[config.mk]
export PLATFORM = sky130hd
export DESIGN_NAME = sorted_priority_queue_core_flat
export DESIGN_NICKNAME = d
export VERILOG_FILES = /design/src/hdl/spq_pkg.sv /design/src/hdl/spq_if.sv /design/src/hdl/spq_cell.sv /design/src/hdl/sorted_priority_queue_core.sv /design/src/flat_wrapper.sv
export SDC_FILE = /design/constraint.sdc
export NUM_CORES = 1
export LEC_CHECK = 0
export BUFFER_PORTS_ARGS = -buffer_cell sky130_fd_sc_hd__buf_2
export CORE_MARGIN = 2
export CORE_UTILIZATION = 50
export DETAILED_ROUTE_END_ITERATION = 7
export PLACE_DENSITY_LB_ADDON = 0.12
export SYNTH_ARGS = -nofsm -noshare
export SYNTH_HDL_FRONTEND = slang
export SYNTH_SLANG_ARGS = --single-unit
[constraint.sdc]
create_clock -name clk -period 9.6 [get_ports clk]
set_input_delay 1.44 -clock clk [delete_from_list [all_inputs] [get_ports clk]]
set_output_delay 1.44 -clock clk [all_outputs]
set_load 0.01 [all_outputs]
[src/hdl/spq_pkg.sv]
// Shared types and constants for the sorted priority queue.
package spq_pkg;

  localparam int CAPACITY = 8;
  localparam int CNT_W    = $clog2(CAPACITY + 1);
  localparam int VALUE_W  = 32;
  localparam int PRIO_W   = 16;
  localparam int FILL_W   = 4;

  typedef enum logic {
    REQ_INSERT = 1'b0,
    REQ_REMOVE = 1'b1
  } spq_req_t;

  typedef enum logic [1:0] {
    ST_DONE  = 2'd0,
    ST_FULL  = 2'd1,
    ST_EMPTY = 2'd2
  } spq_status_t;

  // One stored slot
  typedef struct packed {
    logic signed [PRIO_W-1:0]  prio;
    logic signed [VALUE_W-1:0] value;
  } spq_entry_t;

  // Broadcast command to every cell
  typedef struct packed {
    logic                      ins;
    logic                      rem;
    logic signed [PRIO_W-1:0]  prio;
    logic signed [VALUE_W-1:0] value;
  } spq_ctl_t;

endpackage

[src/hdl/spq_if.sv]
// Valid/ready channel interfaces for requests and results.
interface spq_in_if;
  import spq_pkg::*;
  logic                      valid;
  logic                      ready;
  logic                      req_type;
  logic signed [VALUE_W-1:0] value_in;
  logic signed [PRIO_W-1:0]  prio_in;

  modport source (output valid, req_type, value_in, prio_in, input ready);
  modport sink   (input valid, req_type, value_in, prio_in, output ready);
endinterface

interface spq_out_if;
  import spq_pkg::*;
  logic                      valid;
  logic                      ready;
  logic [1:0]                status;
  logic signed [VALUE_W-1:0] value_out;
  logic [FILL_W-1:0]         fill_count;

  modport source (output valid, status, value_out, fill_count, input ready);
  modport sink   (input valid, status, value_out, fill_count, output ready);
endinterface

[src/hdl/spq_cell.sv]
// One slot of the sorted chain: holds an entry, shifts toward head or tail.
module spq_cell (
  input  logic                clk,
  input  spq_pkg::spq_ctl_t   ctl,
  input  logic                occ,        // slot currently holds a live entry
  input  logic                left_keep,  // predecessor keeps its entry on insert
  input  spq_pkg::spq_entry_t left_entry,
  input  spq_pkg::spq_entry_t right_entry,
  output spq_pkg::spq_entry_t entry,
  output logic                keep
);
  import spq_pkg::*;

  spq_entry_t entry_r;
  spq_entry_t entry_nxt;

  // An occupied entry stays on insert if its priority is equal or higher than the new one
  assign keep = occ && ($signed(entry_r.prio) >= $signed(ctl.prio));

  always_comb begin
    entry_nxt = entry_r;
    if (ctl.rem) begin
      entry_nxt = right_entry;
    end else if (ctl.ins && !keep) begin
      if (left_keep) begin
        entry_nxt.prio  = ctl.prio;
        entry_nxt.value = ctl.value;
      end else begin
        entry_nxt = left_entry;
      end
    end
  end

  always_ff @(posedge clk) begin
    entry_r <= entry_nxt;
  end

  assign entry = entry_r;

endmodule

[src/hdl/sorted_priority_queue_core.sv]
// Top level: sorted priority queue built as a chain of shifting cells.
//
// Requests arrive on in_chan (req_type, value_in, prio_in), one result per
// request leaves on out_chan (status, value_out, fill_count). Both are
// valid/ready; a transaction completes when valid and ready are high at a
// rising clock edge.
// Every cell compares its priority with the incoming one in parallel and
// either holds, takes the new entry, or takes its neighbor's entry, so the
// whole queue updates in the cycle a request is accepted.
// The result is registered: it is valid in the cycle after the request is accepted.
// Throughput: one request per cycle while results are taken; every cell updates at acceptance.
// The result sits in an output register; a new request is accepted in the
// same cycle the held result is taken, so a stalled receiver stops intake
// only while its result is still waiting.
// Reset (rst_n low, synchronous) empties the queue and drops any pending
// result; stored slot contents are not cleared and are never read while
// unoccupied.
module sorted_priority_queue_core (
  input  logic       clk,
  input  logic       rst_n,
  spq_in_if.sink     in_chan,
  spq_out_if.source  out_chan
);
  import spq_pkg::*;

  logic [CNT_W-1:0] count_r, count_nxt;
  logic             out_valid_r;
  spq_status_t      status_r, status_nxt;
  logic [VALUE_W-1:0] vout_r, vout_nxt;

  logic       accept;
  logic       full, empty;
  spq_ctl_t   ctl;
  spq_entry_t entries [CAPACITY];
  logic [CAPACITY-1:0] keeps;

  assign in_chan.ready = !out_valid_r || out_chan.ready;
  assign accept        = in_chan.valid && in_chan.ready;
  assign full          = (count_r == CNT_W'(CAPACITY));
  assign empty         = (count_r == '0);

  // Command broadcast to the chain
  always_comb begin
    ctl.ins   = accept && (in_chan.req_type == REQ_INSERT) && !full;
    ctl.rem   = accept && (in_chan.req_type == REQ_REMOVE) && !empty;
    ctl.prio  = in_chan.prio_in;
    ctl.value = in_chan.value_in;
  end

  // Cell chain
  for (genvar i = 0; i < CAPACITY; i++) begin : g_cell
    logic       occ;
    logic       lk;
    spq_entry_t le, re;
    assign occ = (count_r > CNT_W'(i));
    if (i == 0) begin : g_head
      assign lk = 1'b1;
      assign le = entries[0];
    end else begin : g_mid
      assign lk = keeps[i-1];
      assign le = entries[i-1];
    end
    if (i == CAPACITY - 1) begin : g_tail
      assign re = entries[i];
    end else begin : g_body
      assign re = entries[i+1];
    end
    spq_cell u_cell (
      .clk         (clk),
      .ctl         (ctl),
      .occ         (occ),
      .left_keep   (lk),
      .left_entry  (le),
      .right_entry (re),
      .entry       (entries[i]),
      .keep        (keeps[i])
    );
  end

  // Count and result
  always_comb begin
    count_nxt  = count_r;
    status_nxt = ST_DONE;
    vout_nxt   = '0;
    if (in_chan.req_type == REQ_INSERT) begin
      if (full) begin
        status_nxt = ST_FULL;
      end else begin
        count_nxt = count_r + CNT_W'(1);
      end
    end else begin
      if (empty) begin
        status_nxt = ST_EMPTY;
      end else begin
        count_nxt = count_r - CNT_W'(1);
        vout_nxt  = entries[0].value;
      end
    end
  end

  always_ff @(posedge clk) begin
    if (!rst_n) begin
      count_r     <= '0;
      out_valid_r <= 1'b0;
    end else begin
      if (accept) begin
        count_r     <= count_nxt;
        out_valid_r <= 1'b1;
      end else if (out_chan.ready) begin
        out_valid_r <= 1'b0;
      end
    end
  end

  always_ff @(posedge clk) begin
    if (accept) begin
      status_r <= status_nxt;
      vout_r   <= vout_nxt;
    end
  end

  assign out_chan.valid      = out_valid_r;
  assign out_chan.status     = status_r;
  assign out_chan.value_out  = vout_r;
  assign out_chan.fill_count = FILL_W'(count_r);

  // Count never passes capacity
  a_count_bound: assert property (@(posedge clk) disable iff (!rst_n)
    count_r <= CNT_W'(CAPACITY))
    else $error("entry count above capacity");

  // Remove on empty reports empty and leaves the count at zero
  a_empty_remove: assert property (@(posedge clk) disable iff (!rst_n)
    accept && (in_chan.req_type == REQ_REMOVE) && empty
    |=> out_valid_r && (status_r == ST_EMPTY) && (count_r == '0))
    else $error("remove on empty queue misreported");

  // Successful insert grows the count by one
  a_insert_count: assert property (@(posedge clk) disable iff (!rst_n)
    accept && (in_chan.req_type == REQ_INSERT) && !full
    |=> (count_r == $past(count_r) + CNT_W'(1)) && (status_r == ST_DONE))
    else $error("insert did not grow queue");

  // Insert into a full queue changes nothing
  a_full_hold: assert property (@(posedge clk) disable iff (!rst_n)
    accept && (in_chan.req_type == REQ_INSERT) && full
    |=> $stable(count_r) && (status_r == ST_FULL))
    else $error("insert into full queue not rejected");

endmodule

[src/flat_wrapper.sv]
// flat-port wrapper written by rule: the top's interface ports become plain ports
module sorted_priority_queue_core_flat import spq_pkg::*;
  (clk, rst_n, in_chan_valid, in_chan_req_type, in_chan_value_in, in_chan_prio_in, in_chan_ready, out_chan_valid, out_chan_status, out_chan_value_out, out_chan_fill_count, out_chan_ready);
  spq_in_if in_chan_i ();
  spq_out_if out_chan_i ();
  input  logic clk;
  input  logic rst_n;
  input wire logic [$bits(in_chan_i.valid)-1:0] in_chan_valid;
  input wire logic [$bits(in_chan_i.req_type)-1:0] in_chan_req_type;
  input wire logic [$bits(in_chan_i.value_in)-1:0] in_chan_value_in;
  input wire logic [$bits(in_chan_i.prio_in)-1:0] in_chan_prio_in;
  output wire logic [$bits(in_chan_i.ready)-1:0] in_chan_ready;
  output wire logic [$bits(out_chan_i.valid)-1:0] out_chan_valid;
  output wire logic [$bits(out_chan_i.status)-1:0] out_chan_status;
  output wire logic [$bits(out_chan_i.value_out)-1:0] out_chan_value_out;
  output wire logic [$bits(out_chan_i.fill_count)-1:0] out_chan_fill_count;
  input wire logic [$bits(out_chan_i.ready)-1:0] out_chan_ready;
  assign in_chan_i.valid = in_chan_valid;
  assign in_chan_i.req_type = in_chan_req_type;
  assign in_chan_i.value_in = in_chan_value_in;
  assign in_chan_i.prio_in = in_chan_prio_in;
  assign in_chan_ready = in_chan_i.ready;
  assign out_chan_valid = out_chan_i.valid;
  assign out_chan_status = out_chan_i.status;
  assign out_chan_value_out = out_chan_i.value_out;
  assign out_chan_fill_count = out_chan_i.fill_count;
  assign out_chan_i.ready = out_chan_ready;
  sorted_priority_queue_core u_core (.clk(clk), .rst_n(rst_n), .in_chan(in_chan_i), .out_chan(out_chan_i));
endmodule
Word level (Yosys, flattened, before mapping) --
Cells that the tools add are included.
Storage, ports and cells: flip-flop bits (word level) 423, input bits 53, output and inout port bits 40, word-level logic and storage cells 117
Cells by class: add/subtract/negate cells 2, magnitude comparators 16, equal/unequal tests 3, muxes and demuxes 29, bitwise logic cells 2, reductions and logical operators 45
Operators by type and width (count):
- $mux 48 | 21
- $ge 16x16->1 | 8
- $logic_and 1x1->1 | 21
- $gt 4x3->1 const B | 4
- $reduce_bool 2->1 | 8
- $mux 4 | 3
- $logic_not 1->1 | 11
- $gt 4x1->1 const B | 2
- $gt 4x2->1 const B | 2
- $add 4x1->4 const B | 1
- $eq 4x4->1 const B | 1
- $logic_not 4->1 | 1
- $mux 2 | 2
- $ne 2x2->1 const B | 2
- $sub 4x1->4 const B | 1
- $mux 1 | 3
- $reduce_and 3->1 | 1
- $not 1->1 | 2
- $reduce_and 2->1 | 1
- $reduce_or 2->1 | 1
- $logic_or 1x1->1 | 1

Logic depth before layout (Yosys ltp) --
Gate-level depths: netlist of run 1.
depth after elaboration 8, gate-level depth with buffers 12, depth with buffers taken out 9

Hierarchy --
A second synthesis of run 1 with hierarchy kept.
Unflattened totals: cells, all modules 2285, area total of the unflattened synthesis 24602.3 um^2
By module, submodules not included:
- spq_cell (u_core.g_cell[0].u_cell ...) | times used 5, cells each 269, area each 2856.5 um^2, seq. area each 1441.4 um^2
- spq_cell (u_core.g_cell[5].u_cell ...) | times used 3, cells each 271, area each 2874.0 um^2, seq. area each 1441.4 um^2
- sorted_priority_queue_core | times used 1, cells each 127, area each 1697.9 um^2, seq. area each 1121.1 um^2

Worst setup path before layout of run 1 --
No wires, ideal clock.
kind input-to-reg, start point input port in_chan_prio_in[15], end point register u_core.g_cell[2].u_cell.entry_r, in the netlist u_core.g_cell[2].u_cell.entry[0], enable pin, arrival time 6.819 ns, required time 9.080 ns, setup slack 2.261 ns, stages on the path 11, cell sequence inv_1 -> ha_1 -> nand4_1 -> or3_1 -> a21o_1 -> a31o_2 -> and3_1 -> clkbuf_1 -> buf_2 -> buf_1 -> o21ai_0
Between the ends: longest elaborated chain between the ends 5
Ends and longest elaborated chain:
- start, declared | RTL line flat_wrapper.sv:11 | input wire logic [$bits(in_chan_i.prio_in)-1:0] in_chan_prio_in;
- $ge 16x16->1 | RTL line spq_cell.sv:18 | assign keep = occ && ($signed(entry_r.prio) >= $signed(ctl.prio));
- $logic_and 1x1->1 | RTL line spq_cell.sv:18
- $logic_not 1->1 | RTL line spq_cell.sv:24 | end else if (ctl.ins && !keep) begin
- $logic_and 1x1->1 | RTL line spq_cell.sv:24
- $reduce_bool 2->1 (no source line)
- end signal, assigned | RTL line spq_cell.sv:35 | entry_r <= entry_nxt;
- end, declared | RTL line spq_cell.sv:14 | spq_entry_t entry_r;
Every way passes these cells. A chain may end at the register's enable or synchronous reset.

==> results of run 1 <==
kinds of logic after synthesis:
family / Yosys count / share of synthesized area [%]
multiplexers: 99 / 4.66
adder cells (fa/ha/maj): 132 / 7.31
buffers and inverters: 162 / 2.85
AO/OA/AOI/OAI: 460 / 14.8
flip-flops: 423 / 56.0
XOR/XNOR: 5 / 0.194
AND/OR/NAND/NOR: 669 / 14.2
power by group through the flow:
stage,combinational [mW],sequential (mW),clock (mW)
3_5_place_dp,1.68,2.81,0
6_report,1.71,2.79,1.79
5_1_grt,1.85,2.82,1.90
3_3_place_gp,1.64,2.81,0
4_1_cts,1.68,2.78,1.82
2_1_floorplan,1.13,2.75,0
path summary, 6_finish.rpt:
check | start | to | slack [ns] | cells past startpoint
worst max-delay path | in_chan_prio_in[1] | u_core.g_cell[2].u_cell.entry[42]$_DFFE_PP_ | 4.24 | 12
worst min-delay path | u_core.g_cell[1].u_cell.entry[24]$_DFFE_PP_ | u_core.g_cell[0].u_cell.entry[24]$_DFFE_PP_ | 0.55 | 2
worst max register to register | u_core.out_chan.fill_count[3]$_SDFFE_PN0P_ | u_core.g_cell[3].u_cell.entry[42]$_DFFE_PP_ | 4.93 | 8
worst min register to register | u_core.g_cell[1].u_cell.entry[24]$_DFFE_PP_ | u_core.g_cell[0].u_cell.entry[24]$_DFFE_PP_ | 0.55 | 2
state kept, by name (all words and copies together), names as in the netlist:
| signal | count |
|---|---|
| u_core.out_chan.valid | 1 |
| u_core.out_chan.value_out | 32 |
| u_core.out_chan.status | 2 |
| u_core.out_chan.fill_count | 4 |
| u_core.g_cell.u_cell.entry | 384 |
worst register-to-register path, delay by kind of cell, from the launching register on:
kind / cells / cell delay, ns
buf+inv: 3 / 2.24
compound gates: 2 / 0.41
simple gates: 3 / 1.06
flops: 1 / 0.78
per-stage QoR:
stage	utilization (%)	cells	hold slack [ns]	setup WS [ns]	power [mW]
after global placement	53.3	2533	0.527	3.83	4.45
after global routing	56.7	2621	0.567	4.09	6.56
after detailed placement	53.3	2533	0.536	3.73	4.49
after CTS	56.7	2621	0.550	4.31	6.28
final	56.7	2622	0.549	4.24	6.28
after floorplan	-	1950	0.520	2.26	3.88
metal layers:
metal | track usage, % | share of wire, % | up-vias
met2 | 45.1 | 45 | 792
met3 | 4.29 | 7.9 | 108
met5 | 0 | 0 | -
met4 | 8.88 | 2.6 | 0
met1 | 42.6 | 44 | 8361
li1 | - | - | 7531
area by class of cell:
cell class	instances	area, µm²	share of cell area, %
Clock buffer	64	1280	5.09
Inverter	33	124	0.492
Timing Repair Buffer	120	671	2.66
Multi-Input combinational cell	1365	9480	37.7
Sequential cell	423	12700	50.3
Antenna cell	1	2.50	0.00994
Clock inverter	24	223	0.885
Tap cell	592	741	2.94
synth_stat cells, types with 24 or more instances:
library cell | count | area share, %
nand4_1 | 24 | 0.66
nor2b_1 | 150 | 4.2
and3_1 | 40 | 1.1
edfxtp_1 | 418 | 56
mux2_2 | 49 | 2.4
mux2i_1 | 50 | 2.2
nor2_1 | 109 | 1.8
a221o_1 | 145 | 6.4
a21oi_1 | 186 | 4.1
nand3_1 | 56 | 1.2
inv_1 | 33 | 0.55
ha_1 | 132 | 7.3
o211ai_1 | 55 | 1.8
clkbuf_1 | 106 | 1.8
nand2_1 | 261 | 4.3
==> flow_summary.ini, run 1 <==
[outcome]
status = completed

[timing]
layout_min_cycle_time_ns = 5.36
rsz0062_at_grt = no
fin_tns_setup_ns = 0
worst_slew_pin_slew_ns = 1.22
slew_viol_final = 0
fin_crit_sh_pct = 55.8
relSlewSlack_pct = 18.5
skew_ns = 0.0321
setup_viol = 0
hold_violations = 0
fmax_mhz = 187

[setup_path]
path_buf_inv = 4
path_max_fanout = 41
path_cells = buf_2 -> inv_1 -> ha_1 -> nor2b_1 -> o211ai_1 -> a2111oi_0 -> nor2_1 -> a211oi_4 -> buf_4 -> nor2_4 -> buf_4 -> a221o_1
cpPeakStageDelay_ns = 0.81
critPathLaunchType = primary input
path_class = in -> reg
cpMaxStageDelayCell = a2111oi_0
endpoint_kind = flop
cp_common_cell = buf_4
worstPathRequired_ns = 9.92
arrival_ns = 5.68
crit_family = compound AO/OA/AOI/OAI gates

[drt]
dr_total_vias = 16800
drc = 0
ant_nets = 0
viasPerCell = 6.40
wl_per_cell_um = 26.2
totalWireLength_mm = 68.6
drtPass1Iterations = 6
drtIter0Drc = 1905

[place]
gp_congestion = 0.909
portBuffers = 92
placed_area_um2 = 23700
dp_hpwl_mm = 40.5

[die]
rows = 77
die_w_um = 217
start_util_pct = 50.9
die_area_um2 = 46900
io_pins = 93
die_h_um = 217
core-area_um2 = 44400

[power_and_ir_drop]
pwr-share-seq_pct = 44.4
p_comb_share_pct = 27.1
p_leak_nw = 9.78
p_per_area_nw_per_um2 = 250
power_switching_share_pct = 32.8
ir_drop_mv = 0.133
pwr-share-clk_pct = 28.5
p_sw_mw = 2.06
internal_power_mw = 4.22

[clock_network]
cts_buffer_depth = 3
clk_pin_slew_ns = 0.06
clock-sinks = 423
insertion_delay_ns = 0.60
cts_root_buf = clkbuf_16
postCtsSetupBuffers = 0
cts_hold_buffers = 0
cts_tree = built
cts-resized-gates = 0
htreeDepth = 2
cts_made_buffers = 48

[synth]
async_reset_ff_share_pct = 0
syn_avg_cell_area_um2 = 11.6
yosys_register_bits = 423
synth.distinct_cells = 55
ys.flop_type = edfxtp_1
syn-num-nets = 2135
yosys_warnings = 0
synthesis.area_um2 = 22600
syn-instance-count = 1950
synth-seq-area-share_pct = 56.0
synth-edff-count = 418

[grt]
grt_max_degree = 96
grt_pass1_vias = 16400
antenna_found_initial = 2
grt_overflow = 0
grt_usage_pct = 29.2
grt_first_pass_wirelength_mm = 103

[layout]
syn_to_final_growth_pct = 11.4
nets = 2176
final_common_cell = edfxtp_1
drive_gt1_share_pct = 12.6
fillers = 3707
layout_common_cells = edfxtp_1, nand2_1, a21oi_1
fin_area_um2 = 25200

[job]
cap_violations = 0

[worst_hold_path]
hold_path.class = reg -> reg
Power figures use the tool's default switching activity.
==> inputs of run 2 (changes only) <==
==> constraint.sdc (replaced) <==
create_clock -name clk -period 5.25 [get_ports clk]
set_input_delay 0.7875 -clock clk [delete_from_list [all_inputs] [get_ports clk]]
set_output_delay 0.7875 -clock clk [all_outputs]
set_load 0.01 [all_outputs]
==> flow_summary.ini, run 2 (synthesis results as in run 1) <==
[outcome]
status = completed

[drt]
wl_per_cell_um = 26.2
dr_total_vias = 16900
drc = 0
totalWireLength_mm = 69.0
viasPerCell = 6.40
drtPass1Iterations = 8
ant_nets = 0
drtIter0Drc = 2018

[place]
dp_slack_ns = 0.919
portBuffers = 92
dp_hpwl_mm = 42.5
placed_cells = 2551
placed_area_um2 = 23900
gp_congestion = 0.879

[timing]
hold_violations = 0
skew_ns = 0.0198
fin_tns_setup_ns = 0
rsz0062_at_grt = no
relSlewSlack_pct = 30.1
setup_viol = 0
fin_hold_ws_ns = 0.473
worst_slew_pin_slew_ns = 1.05
setup_slack_ns = 1.48
fmax_mhz = 265
layout_min_cycle_time_ns = 3.77
fin_crit_sh_pct = 71.8
slew_viol_final = 0

[layout]
drive_gt1_share_pct = 13.4
fin_area_um2 = 25300
postLayoutCoreUtil_pct = 57.1
fillers = 3764
largest_reg_flops = 384
syn_to_final_growth_pct = 12.2
final_cells = 2636
final_common_cell = edfxtp_1
layout_common_cells = edfxtp_1, nand2_1, a21oi_1
nets = 2192

[power_and_ir_drop]
ir_drop_mv = 0.240
p_per_area_nw_per_um2 = 454
p_leak_nw = 9.87
power_switching_share_pct = 32.8
pwr-share-seq_pct = 44.3
internal_power_mw = 7.74
p_comb_share_pct = 27.4
pwr-share-clk_pct = 28.3
total_power_mw = 11.5
p_sw_mw = 3.77

[clock_network]
cts_root_buf = clkbuf_16
clock-sinks = 423
cts-resized-gates = 0
cts_buffer_depth = 3
clk_pin_slew_ns = 0.06
cts_tree = built
cts_hold_buffers = 0
htreeDepth = 2
postCtsSetupBuffers = 0
insertion_delay_ns = 0.60
cts_made_buffers = 46

[die]
die_w_um = 217
rows = 77
io_pins = 93
die_area_um2 = 46900
core-area_um2 = 44400
start_util_pct = 50.9
die_h_um = 217

[setup_path]
worstPathRequired_ns = 5.57
path_max_fanout = 31
rr_endpoint = u_core.g_cell[4].u_cell.entry[42]$_DFFE_PP_
path_buf_inv = 3
path_class = in -> reg
r2r_setup_slack_ns = 1.55
endpoint_kind = flop
arrival_ns = 4.09
crit_family = compound AO/OA/AOI/OAI gates
r2r-start = u_core.out_chan.fill_count[0]$_SDFFE_PN0P_
path_cells = buf_2 -> inv_1 -> ha_1 -> nand4_1 -> a2111o_1 -> and2_1 -> a221oi_4 -> o21ai_4 -> buf_12
critPathLaunchType = primary input
worst-r2r-cell-count = 6
cpMaxStageDelayCell = a221oi_4
cpPeakStageDelay_ns = 0.83

[worst_hold_path]
min_path_cells = 2
hp-start = rst_n
hold_path.class = in -> reg
worst_hold_path.endpoint = u_core.out_chan.fill_count[2]$_SDFFE_PN0P_

[grt]
grt_usage_pct = 29.3
grt_max_degree = 93
antenna_found_initial = 1
grt_overflow = 0
grt_first_pass_wirelength_mm = 104
grt_pass1_vias = 16500

[job]
cap_violations = 0
[run 2: cell types whose count changed in the layout (fill, tap and decap cells not counted), sizes merged]
| cell | before | now |
|---|---|---|
| clkbuf | 64 | 60 |
| clkinv | 21 | 18 |
| clkinvlp | 0 | 2 |
| bufinv | 3 | 4 |
| buf | 120 | 138 |
[run 2: worst max path at each step]
stage	end	cells past startpoint	startpoint
detailed placement	u_core.g_cell[4].u_cell.entry[42]$_DFFE_PP_	9	in_chan_prio_in[15]
finish	u_core.g_cell[4].u_cell.entry[42]$_DFFE_PP_	9	in_chan_prio_in[15]
CTS	u_core.g_cell[4].u_cell.entry[42]$_DFFE_PP_	9	in_chan_prio_in[15]
global route	u_core.g_cell[4].u_cell.entry[42]$_DFFE_PP_	6	u_core.out_chan.fill_count[0]$_SDFFE_PN0P_
floorplan	u_core.g_cell[2].u_cell.entry[0]$_DFFE_PP_	11	in_chan_prio_in[15]
global placement	u_core.g_cell[4].u_cell.entry[41]$_DFFE_PP_	9	in_chan_prio_in[15]
[run 2: layer usage]
layer,share of wire (%),GRT usage (%),vias up
li1,-,-,7574
met1,44,41.7,8349
met2,45,45.2,819
met3,8.4,5.09,129
met4,3.1,10.7,0
met5,0,0,-
[run 2: worst register-to-register path, delay by kind of cell, from the launching register on]
family / cells / cell delay (ns)
fa+ha+maj: 1 / 0.31
buf+inv: 2 / 0.51
compound gates: 2 / 1.43
flops: 1 / 0.41
simple gates: 1 / 0.68
[run 2: cell type report]
| cell class | count | area, µm² | share of cell area (%) |
|---|---|---|---|
| diodes | 1 | 2.50 | 0.00987 |
| clock buffers | 60 | 1220 | 4.83 |
| clock inverters | 24 | 239 | 0.943 |
| inverters | 33 | 124 | 0.489 |
| multi-input cells | 1365 | 9480 | 37.4 |
| flip-flops and latches | 423 | 12700 | 49.9 |
| well taps | 592 | 741 | 2.92 |
| repair buffers | 138 | 881 | 3.48 |
[run 2: power groups by stage]
stage | Sequential [mW] | Clock [mW] | Combinational, mW
finish | 5.10 | 3.25 | 3.16
global route | 5.15 | 3.41 | 3.42
global placement | 5.14 | 0 | 3.03
floorplan | 5.00 | 0 | 2.07
CTS | 5.08 | 3.30 | 3.12
detailed placement | 5.14 | 0 | 3.12
